File: src/rtl/pal_pkg.sv
// Package for the positional array list: field widths, operation and status codes,
// item payload types and parameter defaults. No dependencies.
`default_nettype none

package pal_pkg;

    localparam int KIND_W   = 3;
    localparam int POS_W    = 10;
    localparam int VALUE_W  = 16;
    localparam int STATUS_W = 2;
    localparam int COUNT_W  = 10;

    localparam int DEPTH_DEFAULT       = 512;
    localparam int ENTRY_WIDTH_DEFAULT = 16;

    localparam logic [KIND_W-1:0] KIND_INS_FRONT = 3'd0;
    localparam logic [KIND_W-1:0] KIND_INS_END   = 3'd1;
    localparam logic [KIND_W-1:0] KIND_INS_POS   = 3'd2;
    localparam logic [KIND_W-1:0] KIND_REM_FRONT = 3'd3;
    localparam logic [KIND_W-1:0] KIND_REM_END   = 3'd4;
    localparam logic [KIND_W-1:0] KIND_REM_POS   = 3'd5;
    localparam logic [KIND_W-1:0] KIND_READ      = 3'd6;
    // Kind with no operation behind it; it leaves the list untouched.
    localparam logic [KIND_W-1:0] KIND_UNUSED    = 3'd7;

    localparam logic [STATUS_W-1:0] STATUS_OK    = 2'd0;
    localparam logic [STATUS_W-1:0] STATUS_FULL  = 2'd1;
    localparam logic [STATUS_W-1:0] STATUS_EMPTY = 2'd2;
    localparam logic [STATUS_W-1:0] STATUS_RANGE = 2'd3;

    typedef struct packed {
        logic [KIND_W-1:0]  kind;
        logic [POS_W-1:0]   position;
        logic [VALUE_W-1:0] entry_value;
    } pal_req_t;

    typedef struct packed {
        logic [STATUS_W-1:0] status;
        logic [VALUE_W-1:0]  entry_out;
        logic [COUNT_W-1:0]  count;
    } pal_rsp_t;

endpackage

`default_nettype wire

File: src/rtl/pal_if.sv
// Valid/ready channel interfaces for the request and response items.
// Depends on pal_pkg for the payload types.
`default_nettype none

interface pal_req_if;
    logic               valid;
    logic               ready;
    pal_pkg::pal_req_t  data;

    modport source (output valid, output data, input ready);
    modport sink   (input valid, input data, output ready);
endinterface

interface pal_rsp_if;
    logic               valid;
    logic               ready;
    pal_pkg::pal_rsp_t  data;

    modport source (output valid, output data, input ready);
    modport sink   (input valid, input data, output ready);
endinterface

`default_nettype wire

File: src/rtl/pal_seq.sv
// Operation sequencer: checks each item, moves entries through the memory one per
// cycle, keeps the entry count and holds the response. Depends on pal_pkg and pal_if.
`default_nettype none

module pal_seq #(
    parameter int DEPTH       = 512,
    parameter int ENTRY_WIDTH = 16
) (
    input  wire logic                         clk,
    input  wire logic                         rst_n,
    pal_req_if.sink                           req,
    pal_rsp_if.source                         rsp,
    output logic                              rd_en,
    output logic      [$clog2(DEPTH)-1:0]     rd_addr,
    input  wire logic [ENTRY_WIDTH-1:0]       rd_data,
    output logic                              wr_en,
    output logic      [$clog2(DEPTH)-1:0]     wr_addr,
    output logic      [ENTRY_WIDTH-1:0]       wr_data
);

    import pal_pkg::*;

    localparam int AW    = $clog2(DEPTH);
    localparam int CW    = $clog2(DEPTH + 1);
    localparam int CMPW  = (CW > POS_W) ? CW : POS_W;
    localparam int WIDE  = (ENTRY_WIDTH > VALUE_W) ? ENTRY_WIDTH : VALUE_W;

    localparam logic [1:0] ST_IDLE = 2'd0;
    localparam logic [1:0] ST_RUN  = 2'd1;
    localparam logic [1:0] ST_FIN  = 2'd2;

    logic [1:0]             state_reg, state_next;
    logic [KIND_W-1:0]      kind_reg, kind_next;
    logic [AW-1:0]          pos_reg, pos_next;
    logic [ENTRY_WIDTH-1:0] val_reg, val_next;
    logic [CW-1:0]          cnt_reg, cnt_next;
    logic [AW-1:0]          rd_addr_reg, rd_addr_next;
    logic [CW-1:0]          rd_left_reg, rd_left_next;
    logic                   ret_valid_reg, ret_valid_next;
    logic [AW-1:0]          ret_addr_reg, ret_addr_next;
    logic [ENTRY_WIDTH-1:0] got_reg, got_next;
    logic [STATUS_W-1:0]    status_reg, status_next;
    logic                   out_valid_reg, out_valid_next;
    pal_rsp_t               out_data_reg, out_data_next;

    // Item check at acceptance.
    logic [CMPW-1:0]     cnt_ext, pos_ext, p_w, start_w, n_w;
    logic [STATUS_W-1:0] st_w;
    logic                ins_w;
    logic [WIDE-1:0]     val_wide, got_wide;
    logic [CMPW-1:0]     cnt_out_ext;
    logic                full, empty;

    // Class of the operation in progress.
    logic op_ins, op_rem;

    always_comb
    begin
        cnt_ext = CMPW'(cnt_reg);
        pos_ext = CMPW'(req.data.position);
        full    = (cnt_reg == CW'(DEPTH));
        empty   = (cnt_reg == '0);
        p_w     = '0;
        st_w    = STATUS_OK;
        ins_w   = 1'b0;
        unique case (req.data.kind)
            KIND_INS_FRONT:
            begin
                ins_w = 1'b1;
                if (full) st_w = STATUS_FULL;
            end
            KIND_INS_END:
            begin
                ins_w = 1'b1;
                p_w   = cnt_ext;
                if (full) st_w = STATUS_FULL;
            end
            KIND_INS_POS:
            begin
                ins_w = 1'b1;
                p_w   = pos_ext;
                if (full) st_w = STATUS_FULL;
                else if (pos_ext > cnt_ext) st_w = STATUS_RANGE;
            end
            KIND_REM_FRONT:
            begin
                if (empty) st_w = STATUS_EMPTY;
            end
            KIND_REM_END:
            begin
                p_w = cnt_ext - CMPW'(1);
                if (empty) st_w = STATUS_EMPTY;
            end
            KIND_REM_POS:
            begin
                p_w = pos_ext;
                if (empty) st_w = STATUS_EMPTY;
                else if (pos_ext >= cnt_ext) st_w = STATUS_RANGE;
            end
            KIND_READ:
            begin
                p_w = pos_ext;
                if (pos_ext >= cnt_ext) st_w = STATUS_RANGE;
            end
            default:
            begin
            end
        endcase
        // Inserts walk down from the last entry, removes and reads walk up from p.
        start_w = ins_w ? (cnt_ext - CMPW'(1)) : p_w;
        n_w     = (req.data.kind == KIND_READ) ? CMPW'(1) : (cnt_ext - p_w);
        val_wide = WIDE'(req.data.entry_value);
    end

    always_comb
    begin
        op_ins = 1'b0;
        op_rem = 1'b0;
        case (kind_reg) inside
            KIND_INS_FRONT, KIND_INS_END, KIND_INS_POS: op_ins = 1'b1;
            KIND_REM_FRONT, KIND_REM_END, KIND_REM_POS: op_rem = 1'b1;
            default:
            begin
            end
        endcase
    end

    assign req.ready = (state_reg == ST_IDLE);
    assign rsp.valid = out_valid_reg;
    assign rsp.data  = out_data_reg;

    always_comb
    begin
        state_next     = state_reg;
        kind_next      = kind_reg;
        pos_next       = pos_reg;
        val_next       = val_reg;
        cnt_next       = cnt_reg;
        rd_addr_next   = rd_addr_reg;
        rd_left_next   = rd_left_reg;
        ret_valid_next = 1'b0;
        ret_addr_next  = ret_addr_reg;
        got_next       = got_reg;
        status_next    = status_reg;
        out_valid_next = out_valid_reg && !rsp.ready;
        out_data_next  = out_data_reg;
        rd_en          = 1'b0;
        rd_addr        = rd_addr_reg;
        wr_en          = 1'b0;
        wr_addr        = ret_addr_reg;
        wr_data        = rd_data;
        got_wide       = WIDE'(got_reg);
        cnt_out_ext    = '0;

        unique case (state_reg)
            ST_IDLE:
            begin
                if (req.valid)
                begin
                    kind_next    = req.data.kind;
                    pos_next     = p_w[AW-1:0];
                    val_next     = val_wide[ENTRY_WIDTH-1:0];
                    rd_addr_next = start_w[AW-1:0];
                    rd_left_next = n_w[CW-1:0];
                    got_next     = '0;
                    status_next  = st_w;
                    if (st_w == STATUS_OK && req.data.kind != KIND_UNUSED)
                    begin
                        state_next = ST_RUN;
                    end
                    else
                    begin
                        // Failed or unused operations leave the list untouched.
                        kind_next  = KIND_UNUSED;
                        state_next = ST_FIN;
                    end
                end
            end
            ST_RUN:
            begin
                if (rd_left_reg != '0)
                begin
                    rd_en          = 1'b1;
                    rd_left_next   = rd_left_reg - CW'(1);
                    rd_addr_next   = op_ins ? (rd_addr_reg - AW'(1)) : (rd_addr_reg + AW'(1));
                    ret_valid_next = 1'b1;
                    ret_addr_next  = rd_addr_reg;
                end
                if (ret_valid_reg)
                begin
                    if (op_ins)
                    begin
                        wr_en   = 1'b1;
                        wr_addr = ret_addr_reg + AW'(1);
                    end
                    else if (op_rem && ret_addr_reg != pos_reg)
                    begin
                        wr_en   = 1'b1;
                        wr_addr = ret_addr_reg - AW'(1);
                    end
                    else
                    begin
                        got_next = rd_data;
                    end
                end
                else if (rd_left_reg == '0)
                begin
                    if (op_ins)
                    begin
                        wr_en   = 1'b1;
                        wr_addr = pos_reg;
                        wr_data = val_reg;
                    end
                    state_next = ST_FIN;
                end
            end
            ST_FIN:
            begin
                if (!out_valid_reg || rsp.ready)
                begin
                    if (op_ins)      cnt_next = cnt_reg + CW'(1);
                    else if (op_rem) cnt_next = cnt_reg - CW'(1);
                    cnt_out_ext             = CMPW'(cnt_next);
                    out_data_next.status    = status_reg;
                    out_data_next.entry_out = got_wide[VALUE_W-1:0];
                    out_data_next.count     = cnt_out_ext[COUNT_W-1:0];
                    out_valid_next          = 1'b1;
                    state_next              = ST_IDLE;
                end
            end
            default:
            begin
                state_next = ST_IDLE;
            end
        endcase
    end

    always_ff @(posedge clk or negedge rst_n)
    begin
        if (!rst_n)
        begin
            state_reg     <= ST_IDLE;
            cnt_reg       <= '0;
            rd_left_reg   <= '0;
            ret_valid_reg <= 1'b0;
            out_valid_reg <= 1'b0;
            kind_reg      <= KIND_UNUSED;
        end
        else
        begin
            state_reg     <= state_next;
            cnt_reg       <= cnt_next;
            rd_left_reg   <= rd_left_next;
            ret_valid_reg <= ret_valid_next;
            out_valid_reg <= out_valid_next;
            kind_reg      <= kind_next;
        end
    end

    always_ff @(posedge clk)
    begin
        pos_reg      <= pos_next;
        val_reg      <= val_next;
        rd_addr_reg  <= rd_addr_next;
        ret_addr_reg <= ret_addr_next;
        got_reg      <= got_next;
        status_reg   <= status_next;
        out_data_reg <= out_data_next;
    end

`ifndef NO_ASSERTIONS
    // The read pointer leads the trailing write, so one entry is never read and written together.
    a_no_same_entry: assert property (@(posedge clk) disable iff (!rst_n)
        (rd_en && wr_en) |-> (rd_addr != wr_addr))
        else $error("read and write hit the same entry");

    a_count_bound: assert property (@(posedge clk) disable iff (!rst_n)
        cnt_reg <= CW'(DEPTH))
        else $error("entry count exceeds the list depth");

    a_count_moves_at_finish: assert property (@(posedge clk) disable iff (!rst_n)
        (cnt_reg != $past(cnt_reg)) |-> ($past(state_reg) == ST_FIN))
        else $error("entry count changed outside the finish step");

    a_fail_keeps_count: assert property (@(posedge clk) disable iff (!rst_n)
        (state_reg == ST_FIN && status_reg != STATUS_OK) |=> ($stable(cnt_reg)))
        else $error("failed operation changed the entry count");
`endif

endmodule

`default_nettype wire

File: src/flat_wrapper.sv
// flat-port wrapper written by rule: the top's interface ports become plain ports
module pal_seq_flat import pal_pkg::*;
#(
    parameter int DEPTH       = 512,
    parameter int ENTRY_WIDTH = 16
)
  (clk, rst_n, rd_en, rd_addr, rd_data, wr_en, wr_addr, wr_data, req_valid, req_data, req_ready, rsp_valid, rsp_data, rsp_ready);
  pal_req_if req_i ();
  pal_rsp_if rsp_i ();
  input  wire logic clk;
  input  wire logic rst_n;
  output logic rd_en;
  output logic      [$clog2(DEPTH)-1:0] rd_addr;
  input  wire logic [ENTRY_WIDTH-1:0] rd_data;
  output logic wr_en;
  output logic      [$clog2(DEPTH)-1:0] wr_addr;
  output logic      [ENTRY_WIDTH-1:0] wr_data;
  input wire logic [$bits(req_i.valid)-1:0] req_valid;
  input wire logic [$bits(req_i.data)-1:0] req_data;
  output wire logic [$bits(req_i.ready)-1:0] req_ready;
  output wire logic [$bits(rsp_i.valid)-1:0] rsp_valid;
  output wire logic [$bits(rsp_i.data)-1:0] rsp_data;
  input wire logic [$bits(rsp_i.ready)-1:0] rsp_ready;
  assign req_i.valid = req_valid;
  assign req_i.data = req_data;
  assign req_ready = req_i.ready;
  assign rsp_valid = rsp_i.valid;
  assign rsp_data = rsp_i.data;
  assign rsp_i.ready = rsp_ready;
  pal_seq #(.DEPTH(DEPTH), .ENTRY_WIDTH(ENTRY_WIDTH)) u_core (.clk(clk), .rst_n(rst_n), .req(req_i), .rsp(rsp_i), .rd_en(rd_en), .rd_addr(rd_addr), .rd_data(rd_data), .wr_en(wr_en), .wr_addr(wr_addr), .wr_data(wr_data));
endmodule
File: config.mk
export PLATFORM = sky130hd
export DESIGN_NAME = pal_seq_flat
export DESIGN_NICKNAME = d
export VERILOG_FILES = /design/src/rtl/pal_pkg.sv /design/src/rtl/pal_if.sv /design/src/rtl/pal_seq.sv /design/src/flat_wrapper.sv
export SDC_FILE = /design/constraint.sdc
export NUM_CORES = 1
export LEC_CHECK = 0
export ABC_AREA = 1
export BUFFER_PORTS_ARGS = -buffer_cell sky130_fd_sc_hd__buf_2
export CORE_MARGIN = 2
export CORE_UTILIZATION = 45
export DETAILED_ROUTE_END_ITERATION = 16
export PLACE_DENSITY = 0.66
export SYNTH_ARGS = -nofsm -noshare
export SYNTH_HDL_FRONTEND = slang
export SYNTH_SLANG_ARGS = --single-unit
File: constraint.sdc
create_clock -name clk -period 3.1 [get_ports clk]
set_input_delay 0.31 -clock clk [delete_from_list [all_inputs] [get_ports clk]]
set_output_delay 0.31 -clock clk [all_outputs]
set_load 0.01 [all_outputs]
==> results of run 1 <==
-- per-stage QoR --
stage | instances | total power, mW | setup WS, ns | cell area, um^2 | util, %
floorplan | 863 | 5.61 | 0.270 | 7250 | -
CTS | 1225 | 8.90 | 0.143 | 8730 | 55.2
global route | 1225 | 9.60 | 0.0183 | 8750 | 55.3
finish | 1225 | 8.90 | 0.236 | 8750 | 55.3
detailed placement | 1192 | 6.86 | 0.183 | 8120 | 51.3
global placement | 1192 | 6.83 | 0.132 | 8120 | 51.3
-- power breakdown --
part           leakage [nW]  switching [mW]  internal (mW)
Clock                 0.297           0.788           1.22
Combinational          2.59            2.60           1.43
Sequential             1.17           0.420           2.44
Total                  4.06            3.81           5.09
-- worst max-delay path: cells and delay by family (launching register included) --
family / cells / cell delay [ns]
compound gates: 3 / 0.50
xor+xnor: 1 / 0.30
fa+ha+maj: 2 / 0.56
buf+inv: 3 / 0.32
flops: 1 / 0.39
simple gates: 5 / 0.67
-- routing by layer --
layer,part of all wire [%],wire length (um),up-vias
met5,0,0,-
met4,1.8,332,0
met3,5.4,1010,29
met2,48,8920,213
met1,45,8470,2888
li1,-,-,3148
-- repair_timing --
action	CTS	global route
hold buffers	1	0
gates resized for setup	0	5
setup endpoints to repair	0	2
hold endpoints to repair	24	0
-- path summary, 6_finish.rpt --
kind,endpoint,slack (ns),depth (start not counted)
worst max register to register,u_core.rd_left_reg[7],0.24,14
worst min register to register,u_core.rsp.data[18],0.42,0
min in group asynchronous,u_core.cnt_ext[1],0.47,2
max in group asynchronous,u_core.cnt_ext[0],2.15,2
worst min-delay path,u_core.val_reg[0],0.07,1
worst max-delay path,u_core.rd_left_reg[7],0.24,14
-- placed cells by master (no fill, tap or decap), types with 6 or more instances in the layout --
cell type	n
o22ai_1	15
nand3_1	42
nor2_1	99
clkbuf_16	17
o21ai_0	60
ha_1	31
xor2_1	22
nand2_1	195
o211ai_1	6
nor3_1	7
inv_6	9
inv_1	123
dfrtp_1	23
a31oi_1	8
buf_2	114
edfxtp_1	89
xnor2_1	7
mux2_2	16
nand4_1	9
a21oi_1	37
buf_4	18
-- kinds of logic after synthesis --
family	count (synthesis)	synth area share (%)
DFF	116	46.3
buffers and inverters	148	8.27
muxes	16	2.49
and+or+nand+nor	373	21.7
adders and majority gates	34	6.08
xor gates and xnor gates	30	3.63
AOI/OAI and AO/OA	146	11.6
-- final cells by class --
cell class              instances  area [um^2]  area share, %
repair buffers                133          716           8.18
multi-input cells             599         3320           37.9
inverters                     129          484           5.53
clock buffers                  17          425           4.86
well taps                     216          270           3.09
flip-flops and latches        116         3350           38.3
clock inverters                15          180           2.06
==> flow_summary.yaml, run 1 <==
finish:
  layout.nets: 1079
  layout-drive-gt1-share_pct: 20.7
  diodes: 0
  area_growth_pct: 20.7
  n_fill_cell: 1432
  largest_reg_flops: 28
die:
  die_x_um: 131
  dieArea_mm2: 0.0171
  num_rows: 46
  start_util_pct: 45.8
  die_h_um: 131
  core_mm2: 0.0158
  io_pins: 115
setup_path:
  arrival_ns: 3.17
  rr_startpoint: "u_core.cnt_ext[1]"
  worstPathMaxFanout: 4
  path_cells: "inv_1, ha_2, nand4_1, xor2_1, nand2_1, nand2_1, inv_1, ha_1, inv_1, o21ai_0, o21bai_1, or2_2, a21oi_1, nor2_1"
  worstSetupStartpointType: "flop"
  worst-setup-path-type: "reg2reg"
  max_stage_delay_ns: 0.39
  crit_start: "u_core.cnt_ext[1]"
  cp.required_ns: 3.40
  cpMaxStageDelayCell: "dfrtp_1"
  cp_common_cell: "inv_1"
  cp-end-kind: "flop"
pwr:
  power_density_mw_per_mm2: 1020
  irDropWorstVdd_mv: 0.461
  power.leakage_nw: 4.06
grt:
  grtUsageMet1_pct: 30.0
  grt_pass1_wl_um: 29000
  grtUsageMet3_pct: 4.76
  grt_pass1_vias: 5739
  grt_start_max_net_pins: 37
  met2_usage_pct: 36.2
  grt_util_all_layers_pct: 22.3
  antenna_found_initial: 0
  overflow: 0
  top_usage_layer: "met2"
yosys:
  yosys.area.top_type: "edfxtp_1"
  syn_area_mm2: 0.00725
  yosysMostFrequentCell: "nand2_1"
  synth_top_area_share_pct: 36.9
  synthTopCellsByCount: "nand2_1, inv_1, nor2_1"
  yosys-top-cells-area: "edfxtp_1, nand2_1, dfrtp_1"
  synth-main-ff-cell: "edfxtp_1"
  syn_nets: 946
  ys_seq_area_share_pct: 46.3
  yosysWarnings: 0
  ys_types: 48
  synth.avg_cell_area_um2: 8.40
  synth.ff_latch_count: 116
  synth_edf_count: 89
  async_flop_share_pct: 23.3
  synth_cells: 863
sta:
  finalSetupTns_ns: 0
  rsz0062_at_grt: "false"
  finalCritPeriodShare_pct: 92.4
  hold_slack_ns: 0.0691
  hold_violations: 0
  period_needed_ns: 2.86
  setup_viol: 0
  worst_pin_slew_ns: 0.694
  final_max_slew_viol_count: 0
  max_freq_ghz: 0.349
  slew_headroom_pct: 53.7
  clock_skew_ns: 0.00971
clock_tree:
  postCtsSetupRepairBufs: 0
  cts-root-buf: "clkbuf_16"
  clock-sinks: 116
  tritoncts: "built"
  insertion_delay_ns: 0.42
  clk_path_buf_depth: 2
  cts_buffers: 17
  htree_levels: 4
  clk_pin_slew_worst_paths_ns: 0.06
min_path:
  hp-start: "req_data[0]"
  hold_path.class: "in2reg"
detailed_routing:
  dr_total_vias: 6278
  antenna_left: 0
  drc: 0
  drtIter0Drc: 491
  via_per_inst: 5.12
  wl_um: 18700
  dr.pass1.iters: 6
  wl_per_cell_um: 15.3
placed_design:
  numPortBuffers: 114
  dp_hpwl_um: 14200
  gp_congestion: 0.952
flow_run:
  maxCapViolCount: 0
outcome:
  status: "complete, no violations"
(Power assumes the default switching activity.)
==> inputs of run 2 (changes only) <==
--- a/config.mk
+++ b/config.mk
@@ -6,11 +6,10 @@
 export NUM_CORES = 1
 export LEC_CHECK = 0
 export ABC_AREA = 1
-export BUFFER_PORTS_ARGS = -buffer_cell sky130_fd_sc_hd__buf_2
 export CORE_MARGIN = 2
 export CORE_UTILIZATION = 45
 export DETAILED_ROUTE_END_ITERATION = 16
-export PLACE_DENSITY = 0.66
+export DONT_BUFFER_PORTS = 1
 export SYNTH_ARGS = -nofsm -noshare
 export SYNTH_HDL_FRONTEND = slang
 export SYNTH_SLANG_ARGS = --single-unit
==> run 2 against run 1 <==
Net effect:
- power rose by 0.74%
- utilization fell by 1.8 points
- worst setup slack got worse by 0.088 ns
- global-route usage rose by 1.5 points
- non-clock buffer count fell by 84
- cell count fell by 6.9%
- clock power rose by 5%
- largest power group unchanged
==> flow_summary.yaml, run 2 (synthesis results as in run 1) <==
outcome:
  status: "complete, no violations"
sta:
  final_max_slew_viol_count: 0
  finalSetupTns_ns: 0
  slew_headroom_pct: 41.0
  setup_viol: 0
  max_freq_ghz: 0.339
  worst_pin_slew_ns: 0.883
  period_needed_ns: 2.95
  worst_slack_ns: 0.149
  hold_violations: 0
  finalCritPeriodShare_pct: 95.2
  clock_skew_ns: 0.0114
die:
  start_util_pct: 45.8
  dieArea_mm2: 0.0171
  core_mm2: 0.0158
  io_pins: 115
  die_h_um: 131
  die_x_um: 131
  num_rows: 46
grt:
  antenna_found_initial: 0
  grt_pass1_wl_um: 30300
  grtUsageMet3_pct: 5.78
  met2_usage_pct: 37.9
  grtUsageMet1_pct: 31.8
  overflow: 0
  grt_util_all_layers_pct: 23.7
  grt_start_max_net_pins: 31
  grt_pass1_vias: 5567
  top_usage_layer: "met2"
setup_path:
  cp-end-kind: "output port"
  worst-setup-path-type: "reg2out"
  worstPathMaxFanout: 22
  worstSetupStartpointType: "flop"
  max_stage_delay_ns: 0.54
  path_cells: "nand2_1, nand2_1, buf_4, nand2_2, o21bai_4, nand2_1, a21oi_1, o22ai_1, buf_4"
  cp.required_ns: 2.79
  arrival_ns: 2.64
  cp_common_cell: "nand2_1"
  cpMaxStageDelayCell: "dfstp_2"
clock_tree:
  htree_levels: 4
  insertion_delay_ns: 0.43
  clk_path_buf_depth: 2
  clk_pin_slew_worst_paths_ns: 0.06
  cts-root-buf: "clkbuf_16"
  clock-sinks: 116
  tritoncts: "built"
  cts_buffers: 17
pwr:
  p_seq_share_pct: 33.3
  p_clk_share_pct: 23.6
  comb_power_share_pct: 43.0
  switching_share_pct: 42.6
  power_density_mw_per_mm2: 1060
  power.internal_mw: 5.15
  irDropWorstVdd_mv: 0.543
  p_switching_mw: 3.82
  power.leakage_nw: 3.75
detailed_routing:
  via_per_inst: 5.23
  wl_per_cell_um: 17.4
  drc: 0
  wl_um: 19800
  drtIter0Drc: 427
  dr.pass1.iters: 7
  dr_total_vias: 5960
  antenna_left: 0
finish:
  layout_common_cells: "nand2_1, inv_1, nor2_1"
  multi_input_area_mm2: 0.00332
  layout_commonest_cell: "nand2_1"
  largest_reg_flops: 28
  diodes: 0
  layout-drive-gt1-share_pct: 11.7
  final_cells: 1140
  layout.nets: 995
  n_fill_cell: 1490
  area_growth_pct: 16.9
  stdcell_area_mm2: 0.00847
  seq_area_mm2: 0.00335
flow_run:
  maxCapViolCount: 0
placed_design:
  gp_congestion: 0.982
  dp_hpwl_um: 14700
  dp.cells: 1088
  dpl_cell_area_mm2: 0.00762
  numPortBuffers: 0
  dp_slack_ns: 0.233
min_path:
  hold_path.class: "in2reg"
[run 2: through the flow]
step	hold WS, ns	utilization [%]	total power, mW
floorplan	0.0144	-	5.61
global placement	0.0156	48.1	6.75
detailed placement	0.0155	48.1	6.76
CTS	0.0840	53.3	8.93
global route	0.0786	53.5	9.63
finish	0.0962	53.5	8.97
[run 2: layout make-up]
type / instances / share of cell area (%)
clock inverters: 14 / 2.35
multi-input cells: 599 / 39.1
flip-flops and latches: 116 / 39.6
clock buffers: 17 / 5.02
repair buffers: 49 / 4.99
well taps: 216 / 3.19
inverters: 129 / 5.72
[run 2: metal layers]
metal,up-vias,share of wire [%]
met5,-,0
met1,2770,44
met2,184,47
met3,24,6.3
li1,2982,-
met4,0,1.9
[run 2: what timing repair did]
item                                    4_1_cts  5_1_grt
resized for setup                             0        4
endpoints found under the setup margin        0        6
setup buffers                                 0        3
hold buffers                                 18        0
hold endpoints to repair                     43        0
[run 2: power by group through the flow]
| stage | clock (mW) | sequential (mW) | combinational (mW) |
|---|---|---|---|
| final | 2.12 | 2.99 | 3.86 |
| after floorplan | 0 | 2.85 | 2.76 |
| after global routing | 2.22 | 3.06 | 4.36 |
| after global placement | 0 | 3.01 | 3.74 |
| after CTS | 2.14 | 2.99 | 3.80 |
| after detailed placement | 0 | 3.01 | 3.75 |
[run 2: path summary, 6_finish.rpt]
check                                    from                    end  slack [ns]  cells past startpoint
min in group asynchronous               rst_n      u_core.cnt_ext[8]        0.32                      2
max in group asynchronous               rst_n     u_core.kind_reg[1]        2.53                      2
min reg2reg                u_core.got_reg[12]    u_core.rsp.data[22]        0.42                      0
max                        u_core.kind_reg[1]             wr_addr[0]        0.15                      9
min                                rd_data[1]      u_core.got_reg[1]         0.1                      2
max reg2reg                 u_core.cnt_ext[0]  u_core.rd_left_reg[5]        0.21                     14
[run 2: worst max-delay path, delay by kind of cell, from the launching register on]
kind            cells  cell delay [ns]
compound gates      3             0.60
buf+inv             2             0.50
flops               1             0.54
simple gates        4             0.56
==> inputs of run 3 (changes only) <==
==> constraint.sdc (replaced) <==
create_clock -name clk -period 3.1 [get_ports clk]
set_input_delay 0.31 -clock clk [delete_from_list [all_inputs] [get_ports clk]]
set_output_delay 0.31 -clock clk [all_outputs]
set_load 0.05 [all_outputs]
==> run 3 against run 2 <==
Net effect:
- hold slack improved by 0.0042 ns
- critical endpoint is now wr_addr[3]
- utilization is 0.071 points higher
- power increased by 7.1%
- flip-flop and latch count is the same
- critical path type unchanged
- register-to-register slack improved by 0.03 ns
- via count barely moved
- largest power group unchanged
- clock skew decreased by 0.0037 ns
==> flow_summary.yaml, run 3 (synthesis results as in run 1) <==
setup_path:
  cp.required_ns: 2.79
  worstPathMaxFanout: 22
  path_cells: "nand2_1, nand2_1, buf_4, nand2_2, nor2_2, nand2_1, nand3_1, nand3_1, a21oi_1, buf_4"
  max_stage_delay_ns: 0.53
  arrival_ns: 2.61
  worstSetupStartpointType: "flop"
  cp_common_cell: "nand2_1"
  cp-end-kind: "output port"
  worst-setup-path-type: "reg2out"
  cpMaxStageDelayCell: "dfstp_2"
sta:
  worst_pin_slew_ns: 0.803
  clock_skew_ns: 0.00769
  final_max_slew_viol_count: 0
  setup_viol: 0
  slew_headroom_pct: 46.4
  worst_slack_ns: 0.185
  finalCritPeriodShare_pct: 94.0
  hold_violations: 0
  finalSetupTns_ns: 0
  rsz0062_at_grt: "false"
  period_needed_ns: 2.92
  max_freq_ghz: 0.343
grt:
  antenna_found_initial: 0
  grt_start_max_net_pins: 49
  grt_pass1_wl_um: 29000
  grt_util_all_layers_pct: 22.6
  overflow: 0
  grt_pass1_vias: 5461
pwr:
  total_power_mw: 9.61
  p_seq_share_pct: 36.5
  irDropWorstVdd_mv: 0.477
  switching_share_pct: 47.9
  power.leakage_nw: 3.73
  comb_power_share_pct: 43.7
  p_clk_share_pct: 19.8
  power_density_mw_per_mm2: 1130
  power.internal_mw: 5.00
  p_switching_mw: 4.61
clock_tree:
  cts-root-buf: "clkbuf_16"
  insertion_delay_ns: 0.43
  cts_buffers: 17
  htree_levels: 4
  clk_pin_slew_worst_paths_ns: 0.06
  tritoncts: "built"
  clock-sinks: 116
  clk_path_buf_depth: 2
finish:
  final_util_pct: 53.6
  layout-drive-gt1-share_pct: 11.8
  layout.nets: 995
  stdcell_area_mm2: 0.00848
  layout_commonest_cell: "nand2_1"
  area_growth_pct: 17.0
  largest_reg_flops: 28
  diodes: 0
  n_fill_cell: 1467
  layout_common_cells: "nand2_1, inv_1, nor2_1"
detailed_routing:
  drtIter0Drc: 479
  wl_per_cell_um: 16.7
  antenna_left: 0
  dr.pass1.iters: 4
  wl_um: 19000
  via_per_inst: 5.23
  dr_total_vias: 5964
  drc: 0
die:
  start_util_pct: 45.8
  core_mm2: 0.0158
  dieArea_mm2: 0.0171
  num_rows: 46
  die_h_um: 131
  io_pins: 115
  die_x_um: 131
placed_design:
  numPortBuffers: 0
  dp_slack_ns: 0.266
  gp_congestion: 0.962
  dp_hpwl_um: 14000
  dpl_cell_area_mm2: 0.00769
min_path:
  hold_path.class: "in2reg"
flow_run:
  maxCapViolCount: 0
outcome:
  status: "complete, no violations"
==> run 3: cell count changes in the layout (fill, tap and decap cells not counted), moves of 2 or more <==
cell | previous run | this run
clkinvlp_4 | 1 | 3
buf_4 | 31 | 26
clkinv_2 | 2 | 0
bufinv_16 | 4 | 1
buf_12 | 1 | 6
==> run 3: routing by layer <==
layer / up-vias / track usage (%) / wire length [um]
li1: 2986 / - / -
met1: 2740 / 29.4 / 8360
met2: 205 / 35.8 / 8840
met3: 33 / 6.76 / 1340
met4: 0 / 8.14 / 483
met5: - / 0 / 0
==> run 3: power groups by stage <==
| stage | clock (mW) | sequential, mW | combinational (mW) |
|---|---|---|---|
| after floorplan | 0 | 3.40 | 3.02 |
| after CTS | 1.94 | 3.50 | 4.17 |
| after global routing | 2.01 | 3.57 | 4.72 |
| final | 1.91 | 3.51 | 4.19 |
| after global placement | 0 | 3.52 | 4.10 |
| after detailed placement | 0 | 3.52 | 4.12 |
==> run 3: critical path, delay by kind of cell, from the launching register on <==
kind	cells	cell delay (ns)
flops	1	0.53
buf+inv	2	0.51
compound gates	1	0.16
simple gates	7	0.97
==> run 3: repair_timing <==
action | in CTS | in global routing
hold buffers | 18 | 0
setup buffers | 0 | 2
resized for setup | 0 | 5
endpoints found under the setup margin | 0 | 8
hold endpoints to repair | 43 | 0
==> run 3: area by class of cell <==
cell class / count / area, um^2 / share of cell area (%)
Clock inverter: 15 / 146 / 1.73
Tap cell: 216 / 270 / 3.19
Inverter: 129 / 484 / 5.71
Clock buffer: 17 / 425 / 5.02
Sequential cell: 116 / 3350 / 39.5
Multi-Input combinational cell: 599 / 3320 / 39.1
Timing Repair Buffer: 49 / 485 / 5.72
==> run 3: path summary, 6_finish.rpt <==
kind,from,end,slack (ns),cells after the start
setup / recovery,u_core.kind_reg[1],wr_addr[3],0.18,10
hold / removal,rd_data[1],u_core.got_reg[1],0.10,2
setup reg to reg,u_core.cnt_ext[0],u_core.rd_left_reg[7],0.24,14
hold reg to reg,u_core.got_reg[8],u_core.rsp.data[18],0.42,0
max in group asynchronous,rst_n,u_core.kind_reg[2],2.54,2
min in group asynchronous,rst_n,u_core.cnt_ext[9],0.32,2
==> run 3: per-stage QoR <==
stage,hold slack [ns],instances
final,0.100,1141
after global placement,0.0154,1089
after global routing,0.0821,1141
after CTS,0.0837,1139
after detailed placement,0.0153,1089
after floorplan,0.0144,863
